<file path="config.mk">
export PLATFORM = sky130hd
export DESIGN_NAME = byte_budget_lru_cache_tags
export DESIGN_NICKNAME = d
export VERILOG_FILES = /design/src/rtl/bbc_pkg.sv /design/src/rtl/bbc_tag_ram.sv /design/src/rtl/byte_budget_lru_cache_tags.sv
export SDC_FILE = /design/constraint.sdc
export NUM_CORES = 2
export LEC_CHECK = 0
export ABC_AREA = 1
export CELL_PAD_IN_SITES_DETAIL_PLACEMENT = 0
export CELL_PAD_IN_SITES_GLOBAL_PLACEMENT = 1
export CORE_MARGIN = 1.5
export CORE_UTILIZATION = 40
export DETAILED_ROUTE_END_ITERATION = 10
export DONT_BUFFER_PORTS = 1
export PLACE_DENSITY_LB_ADDON = 0.1
export SLEW_MARGIN = 15
export SYNTH_ARGS = -nofsm -noshare
export SYNTH_HDL_FRONTEND = slang
export SYNTH_SLANG_ARGS = --single-unit
</file>
<file path="constraint.sdc">
create_clock -name clk_i -period 7.22 [get_ports clk_i]
set_input_delay 0.722 -clock clk_i [delete_from_list [all_inputs] [get_ports clk_i]]
set_output_delay 0.722 -clock clk_i [all_outputs]
set_load 0.05 [all_outputs]
</file>
<file path="src/rtl/bbc_pkg.sv">
// ----------------------------------------------------------------------------
// bbc_pkg
// Shared types and constants of the byte budget LRU cache tags block.
// ----------------------------------------------------------------------------
package bbc_pkg;

  localparam int unsigned SIZE_W = 30;
  localparam int unsigned KEY_W  = 16;

  typedef enum logic [1:0] {
    KIND_HIT     = 2'd0,
    KIND_INSERT  = 2'd1,
    KIND_NOCACHE = 2'd2,
    KIND_EVICT   = 2'd3
  } result_kind_e;

  typedef enum logic [9:0] {
    ST_IDLE       = 10'b00_0000_0001,
    ST_SCAN       = 10'b00_0000_0010,
    ST_HIT_OUT    = 10'b00_0000_0100,
    ST_MISS_DEC   = 10'b00_0000_1000,
    ST_EV_RD      = 10'b00_0001_0000,
    ST_EV_OUT     = 10'b00_0010_0000,
    ST_INSERT     = 10'b00_0100_0000,
    ST_SHIFT      = 10'b00_1000_0000,
    ST_SHIFT_LAST = 10'b01_0000_0000,
    ST_WRITE0     = 10'b10_0000_0000
  } state_e;

endpackage

</file>
<file path="src/rtl/bbc_tag_ram.sv">
// ----------------------------------------------------------------------------
// bbc_tag_ram
// Single write port, single read port RAM with registered read data.
// ----------------------------------------------------------------------------
module bbc_tag_ram #(
  parameter int unsigned DEPTH = 32,
  parameter int unsigned WIDTH = 46
) (
  input  logic                     clk_i,
  input  logic                     we_i,
  input  logic [$clog2(DEPTH)-1:0] waddr_i,
  input  logic [WIDTH-1:0]         wdata_i,
  input  logic [$clog2(DEPTH)-1:0] raddr_i,
  output logic [WIDTH-1:0]         rdata_o
);

  logic [WIDTH-1:0] mem [DEPTH];
  logic [WIDTH-1:0] rdata_q;

  always_ff @(posedge clk_i) begin
    if (we_i) begin
      mem[waddr_i] <= wdata_i;
    end
    rdata_q <= mem[raddr_i];
  end

  assign rdata_o = rdata_q;

endmodule

</file>
<file path="src/rtl/byte_budget_lru_cache_tags.sv">
// Order: a hit is answered once the scan reaches its recency position; a miss is
// answered with each eviction in turn and then the insertion, or with one no-cache word.
// A new request is taken only in idle, once the scan and the shift of the recency
// ordered entries through the tag RAM for the request in hand are done.
// Reset: the cache is empty, total bytes zero, byte_limit 16777216; RAM contents
// are not cleared, since only data from positions below the entry count is ever used.
// ----------------------------------------------------------------------------
// byte_budget_lru_cache_tags
// Size aware LRU tag bookkeeping; the RAM holds entries in recency order.
// ----------------------------------------------------------------------------
module byte_budget_lru_cache_tags #(
  parameter int unsigned ENTRIES  = 32,
  parameter int unsigned KEY_BITS = 16
) (
  input  logic        clk_i,
  input  logic        rst_ni,
  input  logic        in_valid_i,
  output logic        in_ready_o,
  input  logic [15:0] key_tag_i,
  input  logic [29:0] object_size_i,
  input  logic        fetch_ok_i,
  output logic        out_valid_o,
  input  logic        out_ready_i,
  output logic [1:0]  result_kind_o,
  output logic [15:0] result_tag_o,
  output logic [29:0] result_size_o,
  output logic        last_flag_o,
  input  logic        psel,
  input  logic        penable,
  input  logic        pwrite,
  input  logic [2:0]  paddr,
  input  logic [31:0] pwdata,
  output logic [31:0] prdata,
  output logic        pready
);

  localparam int unsigned AW     = $clog2(ENTRIES);
  localparam int unsigned CW     = $clog2(ENTRIES + 1);
  localparam int unsigned TAG_W  = (KEY_BITS < bbc_pkg::KEY_W) ? KEY_BITS : bbc_pkg::KEY_W;
  localparam int unsigned WORD_W = TAG_W + bbc_pkg::SIZE_W;
  localparam logic [29:0] LIMIT_RST = 30'd16777216;

  bbc_pkg::state_e state_q, state_d;
  logic [CW-1:0]     ptr_q, ptr_d;
  logic              cmp_vld_q, cmp_vld_d;
  logic [AW-1:0]     cmp_addr_q, cmp_addr_d;
  logic [AW-1:0]     hit_addr_q, hit_addr_d;
  logic              sh_vld_q, sh_vld_d;
  logic [AW-1:0]     sh_addr_q, sh_addr_d;
  logic [WORD_W-1:0] new_word_q, new_word_d;
  logic [15:0]       raw_tag_q, raw_tag_d;
  logic [TAG_W-1:0]  mtag_q, mtag_d;
  logic [29:0]       size_q, size_d;
  logic              ok_q, ok_d;
  logic [CW-1:0]     count_q, count_d;
  logic [29:0]       total_q, total_d;
  logic [29:0]       limit_q;

  logic              out_valid_q, out_valid_d;
  logic [1:0]        out_kind_q, out_kind_d;
  logic [15:0]       out_tag_q, out_tag_d;
  logic [29:0]       out_size_q, out_size_d;
  logic              out_last_q, out_last_d;

  logic              mem_we;
  logic [AW-1:0]     mem_waddr;
  logic [WORD_W-1:0] mem_wdata;
  logic [AW-1:0]     mem_raddr;
  logic [WORD_W-1:0] rdata;
  logic [TAG_W-1:0]  rd_tag;
  logic [29:0]       rd_size;

  logic              out_free;
  logic [CW-1:0]     count_m1;
  logic [AW-1:0]     last_idx;
  logic [30:0]       sum;
  logic              cfg_we;

  bbc_tag_ram #(
    .DEPTH(ENTRIES),
    .WIDTH(WORD_W)
  ) u_ram (
    .clk_i  (clk_i),
    .we_i   (mem_we),
    .waddr_i(mem_waddr),
    .wdata_i(mem_wdata),
    .raddr_i(mem_raddr),
    .rdata_o(rdata)
  );

  assign rd_tag   = rdata[WORD_W-1:bbc_pkg::SIZE_W];
  assign rd_size  = rdata[bbc_pkg::SIZE_W-1:0];
  assign out_free = !out_valid_q || out_ready_i;
  assign count_m1 = count_q - CW'(1);
  assign last_idx = count_m1[AW-1:0];
  assign sum      = {1'b0, total_q} + {1'b0, size_q};

  always_comb begin
    state_d     = state_q;
    ptr_d       = ptr_q;
    cmp_vld_d   = cmp_vld_q;
    cmp_addr_d  = cmp_addr_q;
    hit_addr_d  = hit_addr_q;
    sh_vld_d    = sh_vld_q;
    sh_addr_d   = sh_addr_q;
    new_word_d  = new_word_q;
    raw_tag_d   = raw_tag_q;
    mtag_d      = mtag_q;
    size_d      = size_q;
    ok_d        = ok_q;
    count_d     = count_q;
    total_d     = total_q;
    out_valid_d = out_valid_q && !out_ready_i;
    out_kind_d  = out_kind_q;
    out_tag_d   = out_tag_q;
    out_size_d  = out_size_q;
    out_last_d  = out_last_q;
    mem_we      = 1'b0;
    mem_waddr   = '0;
    mem_wdata   = new_word_q;
    mem_raddr   = ptr_q[AW-1:0];

    unique case (state_q)
      bbc_pkg::ST_IDLE: begin
        if (in_valid_i) begin
          raw_tag_d = key_tag_i;
          mtag_d    = key_tag_i[TAG_W-1:0];
          size_d    = object_size_i;
          ok_d      = fetch_ok_i;
          ptr_d     = '0;
          cmp_vld_d = 1'b0;
          state_d   = (count_q == '0) ? bbc_pkg::ST_MISS_DEC : bbc_pkg::ST_SCAN;
        end
      end
      bbc_pkg::ST_SCAN: begin
        // Reads are issued one per cycle; each compare sees the previous read.
        if (ptr_q < count_q) begin
          cmp_vld_d  = 1'b1;
          cmp_addr_d = ptr_q[AW-1:0];
          ptr_d      = ptr_q + CW'(1);
        end else begin
          cmp_vld_d = 1'b0;
        end
        if (cmp_vld_q) begin
          if (rd_tag == mtag_q) begin
            new_word_d = rdata;
            hit_addr_d = cmp_addr_q;
            cmp_vld_d  = 1'b0;
            state_d    = bbc_pkg::ST_HIT_OUT;
          end else if (cmp_addr_q == last_idx) begin
            cmp_vld_d = 1'b0;
            state_d   = bbc_pkg::ST_MISS_DEC;
          end
        end
      end
      bbc_pkg::ST_HIT_OUT: begin
        if (out_free) begin
          out_valid_d = 1'b1;
          out_kind_d  = bbc_pkg::KIND_HIT;
          out_tag_d   = raw_tag_q;
          out_size_d  = new_word_q[bbc_pkg::SIZE_W-1:0];
          out_last_d  = 1'b1;
          sh_vld_d    = 1'b0;
          if (hit_addr_q == '0) begin
            state_d = bbc_pkg::ST_WRITE0;
          end else begin
            ptr_d   = CW'(hit_addr_q) - CW'(1);
            state_d = bbc_pkg::ST_SHIFT;
          end
        end
      end
      bbc_pkg::ST_MISS_DEC: begin
        if (!ok_q || (size_q > limit_q)) begin
          if (out_free) begin
            out_valid_d = 1'b1;
            out_kind_d  = bbc_pkg::KIND_NOCACHE;
            out_tag_d   = raw_tag_q;
            out_size_d  = '0;
            out_last_d  = 1'b1;
            state_d     = bbc_pkg::ST_IDLE;
          end
        end else if ((count_q != '0) &&
                     ((sum > {1'b0, limit_q}) || (count_q == CW'(ENTRIES)))) begin
          state_d = bbc_pkg::ST_EV_RD;
        end else begin
          state_d = bbc_pkg::ST_INSERT;
        end
      end
      bbc_pkg::ST_EV_RD: begin
        mem_raddr = last_idx;
        state_d   = bbc_pkg::ST_EV_OUT;
      end
      bbc_pkg::ST_EV_OUT: begin
        // Keep reading the tail so the read data holds while the output stalls.
        mem_raddr = last_idx;
        if (out_free) begin
          out_valid_d = 1'b1;
          out_kind_d  = bbc_pkg::KIND_EVICT;
          out_tag_d   = 16'(rd_tag);
          out_size_d  = rd_size;
          out_last_d  = 1'b0;
          total_d     = total_q - rd_size;
          count_d     = count_m1;
          state_d     = bbc_pkg::ST_MISS_DEC;
        end
      end
      bbc_pkg::ST_INSERT: begin
        if (out_free) begin
          out_valid_d = 1'b1;
          out_kind_d  = bbc_pkg::KIND_INSERT;
          out_tag_d   = raw_tag_q;
          out_size_d  = size_q;
          out_last_d  = 1'b1;
          new_word_d  = {mtag_q, size_q};
          total_d     = total_q + size_q;
          count_d     = count_q + CW'(1);
          sh_vld_d    = 1'b0;
          if (count_q == '0) begin
            state_d = bbc_pkg::ST_WRITE0;
          end else begin
            ptr_d   = count_m1;
            state_d = bbc_pkg::ST_SHIFT;
          end
        end
      end
      bbc_pkg::ST_SHIFT: begin
        // Move entries one position older, from the oldest moved entry down.
        mem_raddr = ptr_q[AW-1:0];
        sh_vld_d  = 1'b1;
        sh_addr_d = ptr_q[AW-1:0];
        if (sh_vld_q) begin
          mem_we    = 1'b1;
          mem_waddr = sh_addr_q + AW'(1);
          mem_wdata = rdata;
        end
        if (ptr_q == '0) begin
          state_d = bbc_pkg::ST_SHIFT_LAST;
        end else begin
          ptr_d = ptr_q - CW'(1);
        end
      end
      bbc_pkg::ST_SHIFT_LAST: begin
        mem_we    = 1'b1;
        mem_waddr = sh_addr_q + AW'(1);
        mem_wdata = rdata;
        sh_vld_d  = 1'b0;
        state_d   = bbc_pkg::ST_WRITE0;
      end
      bbc_pkg::ST_WRITE0: begin
        mem_we    = 1'b1;
        mem_waddr = '0;
        mem_wdata = new_word_q;
        state_d   = bbc_pkg::ST_IDLE;
      end
      default: begin
        state_d = bbc_pkg::ST_IDLE;
      end
    endcase
  end

  assign cfg_we = psel && penable && pwrite && (paddr[2] == 1'b0);

  always_ff @(posedge clk_i or negedge rst_ni) begin
    if (!rst_ni) begin
      state_q     <= bbc_pkg::ST_IDLE;
      cmp_vld_q   <= 1'b0;
      sh_vld_q    <= 1'b0;
      count_q     <= '0;
      total_q     <= '0;
      limit_q     <= LIMIT_RST;
      out_valid_q <= 1'b0;
    end else begin
      state_q     <= state_d;
      cmp_vld_q   <= cmp_vld_d;
      sh_vld_q    <= sh_vld_d;
      count_q     <= count_d;
      total_q     <= total_d;
      out_valid_q <= out_valid_d;
      if (cfg_we) begin
        limit_q <= pwdata[29:0];
      end
    end
  end

  always_ff @(posedge clk_i) begin
    ptr_q      <= ptr_d;
    cmp_addr_q <= cmp_addr_d;
    hit_addr_q <= hit_addr_d;
    sh_addr_q  <= sh_addr_d;
    new_word_q <= new_word_d;
    raw_tag_q  <= raw_tag_d;
    mtag_q     <= mtag_d;
    size_q     <= size_d;
    ok_q       <= ok_d;
    out_kind_q <= out_kind_d;
    out_tag_q  <= out_tag_d;
    out_size_q <= out_size_d;
    out_last_q <= out_last_d;
  end

  assign in_ready_o    = (state_q == bbc_pkg::ST_IDLE);
  assign out_valid_o   = out_valid_q;
  assign result_kind_o = out_kind_q;
  assign result_tag_o  = out_tag_q;
  assign result_size_o = out_size_q;
  assign last_flag_o   = out_last_q;
  assign prdata        = (paddr[2] == 1'b0) ? {2'b00, limit_q} : 32'd0;
  assign pready        = 1'b1;

endmodule

</file>
# --- Word-level counts from Yosys, hierarchy flattened ---
# Memory sizes are Yosys's and may differ from the RTL's. A register that Yosys moved wholly into a read port is not among the register bits.
# Cells that the tools add are included.
totals:
  mem_count: 1
  ff_bits: 242
  mem_bits_rw: 1472
  inputBits: 89
mem_list:
  columns: ["name", "depth", "word_bits", "read_ports", "rd_clocked_by_memory_dff", "wr", "line", "rtl"]
  rows:
  - ["u_ram.mem", 32, 46, 1, 1, 1, "bbc_tag_ram.sv:17", "logic [WIDTH-1:0] mem [DEPTH];"]
op_classes:
  add_sub_neg: 9
  magnitude_cmp: 3
  muxes: 73
  bitwise_logic: 1
  eq_ne: 29
  n_reduce_logical: 37
op_table:
  columns: ["op", "count"]
  rows:
  - ["2-to-1 mux 30 bit", 8]
  - ["2-to-1 mux 46 bit", 4]
  - ["case mux 46 bit (2 select lines)", 2]
  - ["2-to-1 mux 10 bit", 12]
  - ["case mux 30 bit (4 select lines)", 1]
  - ["case mux 10 bit (9 select lines)", 1]
  - ["case mux 30 bit (2 select lines)", 1]
  - ["2-to-1 mux 6 bit", 9]
  - ["2-to-1 mux 16 bit", 3]
  - ["case mux 16 bit (3 select lines)", 1]
  - ["adder 30 x 30 -> 31 bit", 1]
  - ["greater-than comparator 31 x 30 -> 1 bit", 1]
  - ["adder 30 bit", 1]
  - ["greater-than comparator 30 bit", 1]
  - ["case mux 6 bit (5 select lines)", 1]
  - ["subtractor 30 bit", 1]
  - ["!= test 2 bit (second input constant)", 13]
  - ["== test 16 bit", 1]
  - ["AND reduction 8 bit", 2]
  - ["2-to-1 mux 1 bit", 13]
  - ["adder 6 x 1 -> 6 bit (second input constant)", 2]
  - ["zero test 6 bit", 2]
  - ["case mux 6 bit (2 select lines)", 1]
  - ["subtractor 6 x 1 -> 6 bit (second input constant)", 2]
  - ["41 further kinds", 68]

# --- Longest topological paths before layout ---
logic_depth:
  depth_word: 7
  depth_mapped: 32
  ltp_nobuf: 32

# --- By module ---
# Synthesis repeated with hierarchy kept, for this count alone.
unflattened:
  hier_cells: 7080
  area_unflattened_um2: 76768.6
modules_own_cells:
  columns: ["mod", "instances", "area_each_um2", "cells_each", "seq_area_each_um2"]
  rows:
  - ["bbc_tag_ram", 1, 60161.4, 5060, 45123.3]
  - ["byte_budget_lru_cache_tags", 1, 16607.2, 2020, 6874.1]

# --- Worst setup path after synthesis ---
# OpenSTA, ideal clock, no wires.
synth_path:
  kind: "input-to-reg"
  startpoint: "input port in_valid_i"
  endpoint: "register mtag_q[0] (enable)"
  setup_ns: 0.572
  arrival_ns: 5.387
  required_time_ns: 6.648
  setup_slack_ns: 1.262
  path_stages: 2
  path_cell_list: "inv_1 -> nor4_1"
synth_via:
  elab_chain_cells: 1
synth_lines:
  columns: ["element", "line", "rtl"]
  rows:
  - ["from (decl)", "byte_budget_lru_cache_tags.sv:17", "input logic in_valid_i,"]
  - ["AND reduction 2 bit (no source line)", null, null]
  - ["to (signal assigned)", "byte_budget_lru_cache_tags.sv:292", "mtag_q <= mtag_d;"]
  - ["to (decl)", "byte_budget_lru_cache_tags.sv:52", "logic [TAG_W-1:0] mtag_q, mtag_d;"]
# No other way between the ends.
# A chain may end at the register's enable or synchronous reset.

# --- Worst setup path in the final report ---
layout_path:
  startpoint: "register state_q[4]"
  endpoint: "register total_q[25]"
layout_via:
  elab_chain_cells: 3
  word_cells_on_any_way: 7
  cone_classes: "eq/ne (4); mux (1); reduce/logical (2)"
layout_lines:
  columns: ["element", "line", "rtl"]
  rows:
  - ["from (decl)", "byte_budget_lru_cache_tags.sv:43", "bbc_pkg::state_e state_q, state_d;"]
  - ["from (signal assigned)", "byte_budget_lru_cache_tags.sv:265", "state_q <= bbc_pkg::ST_IDLE;"]
  - ["from (signal assigned)", "byte_budget_lru_cache_tags.sv:273", "state_q <= state_d;"]
  - ["== test 10 x 6 -> 1 bit / == test 10 x 7 -> 1 bit (equally long branches)", "byte_budget_lru_cache_tags.sv:123", "unique case (state_q)"]
  - ["!= test 2 bit (no source line) / nonzero test 2 bit (equally long branches)", null, null]
  - ["AND reduction 3 bit (no source line)", null, null]
  - ["to (signal assigned)", "byte_budget_lru_cache_tags.sv:277", "total_q <= total_d;"]
  - ["to (decl)", "byte_budget_lru_cache_tags.sv:56", "logic [29:0] total_q, total_d;"]
# Several ways; a longest one is shown, not always the timed one.

==> results.json <==
{
  "power_leakage_nw": 35.1,
  "first_global_vias": 50480,
  "netlist_instances": 7423,
  "fmax_mhz": 200,
  "overflow": 0,
  "layout_commonest_cell": "nand2_1",
  "postPlaceCellArea_um2": 82100,
  "drt-wirelength-per-cell_um": 24.2,
  "clockPowerShare_pct": 27.3,
  "cpMaxStageDelayCell": "clkinv_1",
  "cp.buffers_inverters": 2,
  "rr_startpoint": "state_q[4]",
  "drv_cap": 0,
  "cts_hold_buf": 72,
  "max_slew_margin_pct": 20.0,
  "max_stage_delay_ps": 770,
  "gp_congestion": 0.847,
  "insertedDiodeCount": 0,
  "cts_num_sinks": 1760,
  "swShare_pct": 39.8,
  "ys_seq_elements": 1760,
  "crit_required_ps": 7970,
  "die_y_um": 446,
  "grtUsageTotal_pct": 24.7,
  "outcome": "completed",
  "clockBufferDepth": 3,
  "yosys_warnings": 0,
  "dr.pass1.iters": 8,
  "period_share_pct": 69.4,
  "ir_drop_mv": 0.331,
  "dr_total_vias": 53657,
  "path_cells": "nor2_1 > nand4_1 > nor2_4 > buf_4 > clkinv_1 > o21a_1 > a32o_1 > ha_1 > a21oi_1 > o21ai_0 > a21oi_1 > nand3_1 > a21oi_1 > o21ai_0 > xor2_1 > nand2_1 > nand2_1",
  "io_buffers": 0,
  "start_util_pct": 40.2,
  "p_switching_mw": 14.6,
  "clock_latency_ps": 860,
  "via_per_inst": 5.23,
  "die-area_um2": 199000,
  "hold_path.class": "primary input to flip-flop",
  "power_frac_seq_pct": 35.7,
  "ant_nets": 0,
  "p_comb_share_pct": 37.0,
  "grt_pass1_wl_um": 358000,
  "ys_seq_area_share_pct": 66.3,
  "row_count": 162,
  "yosys.area.top_type": "edfxtp_1",
  "finalNonFillerCells": 10255,
  "grt_max_degree": 188,
  "ys_types": 58,
  "r2r_end": "total_q[25]",
  "hold_viol": 0,
  "pin_count": 173,
  "n_fill_cell": 18241,
  "ys_top_cells_by_area": "edfxtp_1 (63%), nand2_1 (12%), nand3_1 (4.9%), inv_1 (2.9%), dfrtp_1 (2.5%)",
  "critPathTopFamily": "compound AO/OA/AOI/OAI gates",
  "arrival_ps": 5760,
  "crit_path_end_kind": "flip-flop",
  "first_iter_violations": 4926,
  "hold_depth": 2,
  "critical_path.max_fanout": 41,
  "synth_top_area_share_pct": 62.6,
  "dp_hpwl_um": 135000,
  "rsz0062_at_grt": "false",
  "dpl.cell_count": 9813,
  "wl_um": 248000,
  "r2r_setup_slack_ps": 2210,
  "dieWidth_um": 446,
  "worstMarginPinSlew_ps": 1200,
  "nets": 7686,
  "period_needed_ps": 5010,
  "stdcell_area_um2": 89500,
  "syn-cell-area_um2": 78500,
  "final.setup_skew_ps": 62.7,
  "powerDensity_nw_per_um2": 410,
  "syn_to_final_growth_pct": 14.0,
  "min_from": "pwdata[21]",
  "cts_setup_buffers": 0,
  "synth_enable_flop_cells": 1635,
  "synthFlopType": "edfxtp_1",
  "crit_type": "flip-flop to flip-flop",
  "layout-drive-gt1-share_pct": 7.16,
  "h-tree-depth": 4,
  "drc": 0,
  "synth-async-reset-ratio_pct": 4.49,
  "min_to": "limit_q[21]",
  "internal_power_mw": 22.1,
  "start_kind": "flip-flop",
  "layout_common_cells": "nand2_1 (2559), edfxtp_1 (1635), nand3_1 (767)",
  "critPathMostFrequentCell": "a21oi_1",
  "cts_tree": "yes",
  "numCtsBuffers": 196,
  "setup_viol": 0,
  "clkSlewWorstSetupHoldPaths_ps": 60,
  "reg2reg_depth": 17,
  "root_buffer": "clkbuf_16",
  "cts_resized": 0,
  "syn_area_per_cell_um2": 10.6,
  "core_um2": 195000,
  "antenna_found_initial": 2,
  "slew_violations": 0,
  "setup_tns_ps": 0
}
metrics by stage:
step / utilization, % / worst slack, ps / power, mW / hold WS, ps
after floorplan: - / 1260 / 22.2 / 426
after global placement: 42.1 / 2330 / 26.8 / 431
after detailed placement: 42.1 / 2320 / 26.8 / 432
final: 45.9 / 2210 / 36.7 / 76.6
after global routing: 45.9 / 1920 / 38.9 / 40.2
after CTS: 45.8 / 2320 / 37.0 / 23.3
sequential cells by signal (all words and copies together), names as in the netlist, 10 cells and up:
register	cells
total_q	30
result_size_o	30
u_ram.mem	1472
mtag_q	16
result_tag_o	16
state_q	10
new_word_q	46
u_ram.rdata_o	46
limit_q	30
size_q	30
kinds of logic after synthesis:
family | Yosys count | synth area share (%)
AO/OA/AOI/OAI | 674 | 5.28
XOR/XNOR | 78 | 0.871
adder cells (fa/ha/maj) | 137 | 2.21
buffers and inverters | 994 | 5.13
flip-flops | 1760 | 66.3
multiplexers | 1 | 0.0128
other | 2 | 0.00957
AND/OR/NAND/NOR | 3777 | 20.2
synth_stat cells (3+ instances only):
master / count
a211oi_1: 5
a21boi_0: 5
a21o_1: 4
a21oi_1: 150
a22oi_1: 4
a31oi_1: 12
and3_1: 4
buf_1: 36
buf_2: 190
buf_4: 13
clkbuf_1: 140
dfrtp_1: 77
dfxtp_1: 46
edfxtp_1: 1635
fa_1: 3
ha_1: 134
inv_1: 608
inv_2: 4
nand2_1: 2560
nand2_4: 3
nand3_1: 768
nand3b_1: 141
nand4_1: 25
nor2_1: 229
nor3_1: 22
nor4_1: 8
o211ai_1: 205
o21a_1: 7
o21ai_0: 232
o21bai_1: 8
o221ai_1: 25
o22ai_1: 3
or2_2: 8
xnor2_1: 33
xor2_1: 45
routing by layer:
layer  part of all wire [%]  GRT usage [%]  routed length [µm]  vias to the layer above
met2                     47           39.8              116000                     1458
met1                     46           35.7              115000                    26478
met4                    2.1           5.68                5300                        2
met3                    5.0           3.06               12400                      290
li1                       -              -                   -                    25429
met5                 0.0069              0                  17                        -
worst max-delay path by stage:
| stage | cells past startpoint | slack, ps | from | end |
|---|---|---|---|---|
| finish | 17 | 2210 | state_q[4] | total_q[25] |
| CTS | 17 | 2320 | state_q[4] | total_q[25] |
| global route | 17 | 1920 | state_q[4] | total_q[25] |
| global placement | 17 | 2330 | state_q[4] | total_q[25] |
| detailed placement | 17 | 2320 | state_q[4] | total_q[25] |
| floorplan | 2 | 1260 | in_valid_i | mtag_q[0] |
layout make-up:
type / count / area [µm²] / area share (%)
timing repair buffer: 218 / 2240 / 2.51
sequential: 1760 / 52000 / 58.1
inverter: 614 / 2340 / 2.61
clock buffer: 264 / 5280 / 5.90
clock inverter: 105 / 1160 / 1.30
multi-input combinational: 4670 / 23200 / 25.9
tap: 2624 / 3280 / 3.67
power by group through the flow:
stage | Clock, mW | Combinational, mW | Sequential, mW
3_3_place_gp | 0 | 13.5 | 13.3
3_5_place_dp | 0 | 13.5 | 13.3
4_1_cts | 10.2 | 13.6 | 13.1
2_1_floorplan | 0 | 9.08 | 13.1
5_1_grt | 10.6 | 15.1 | 13.1
6_report | 10.0 | 13.6 | 13.1
No activity file was read; power rests on OpenSTA's default activity.
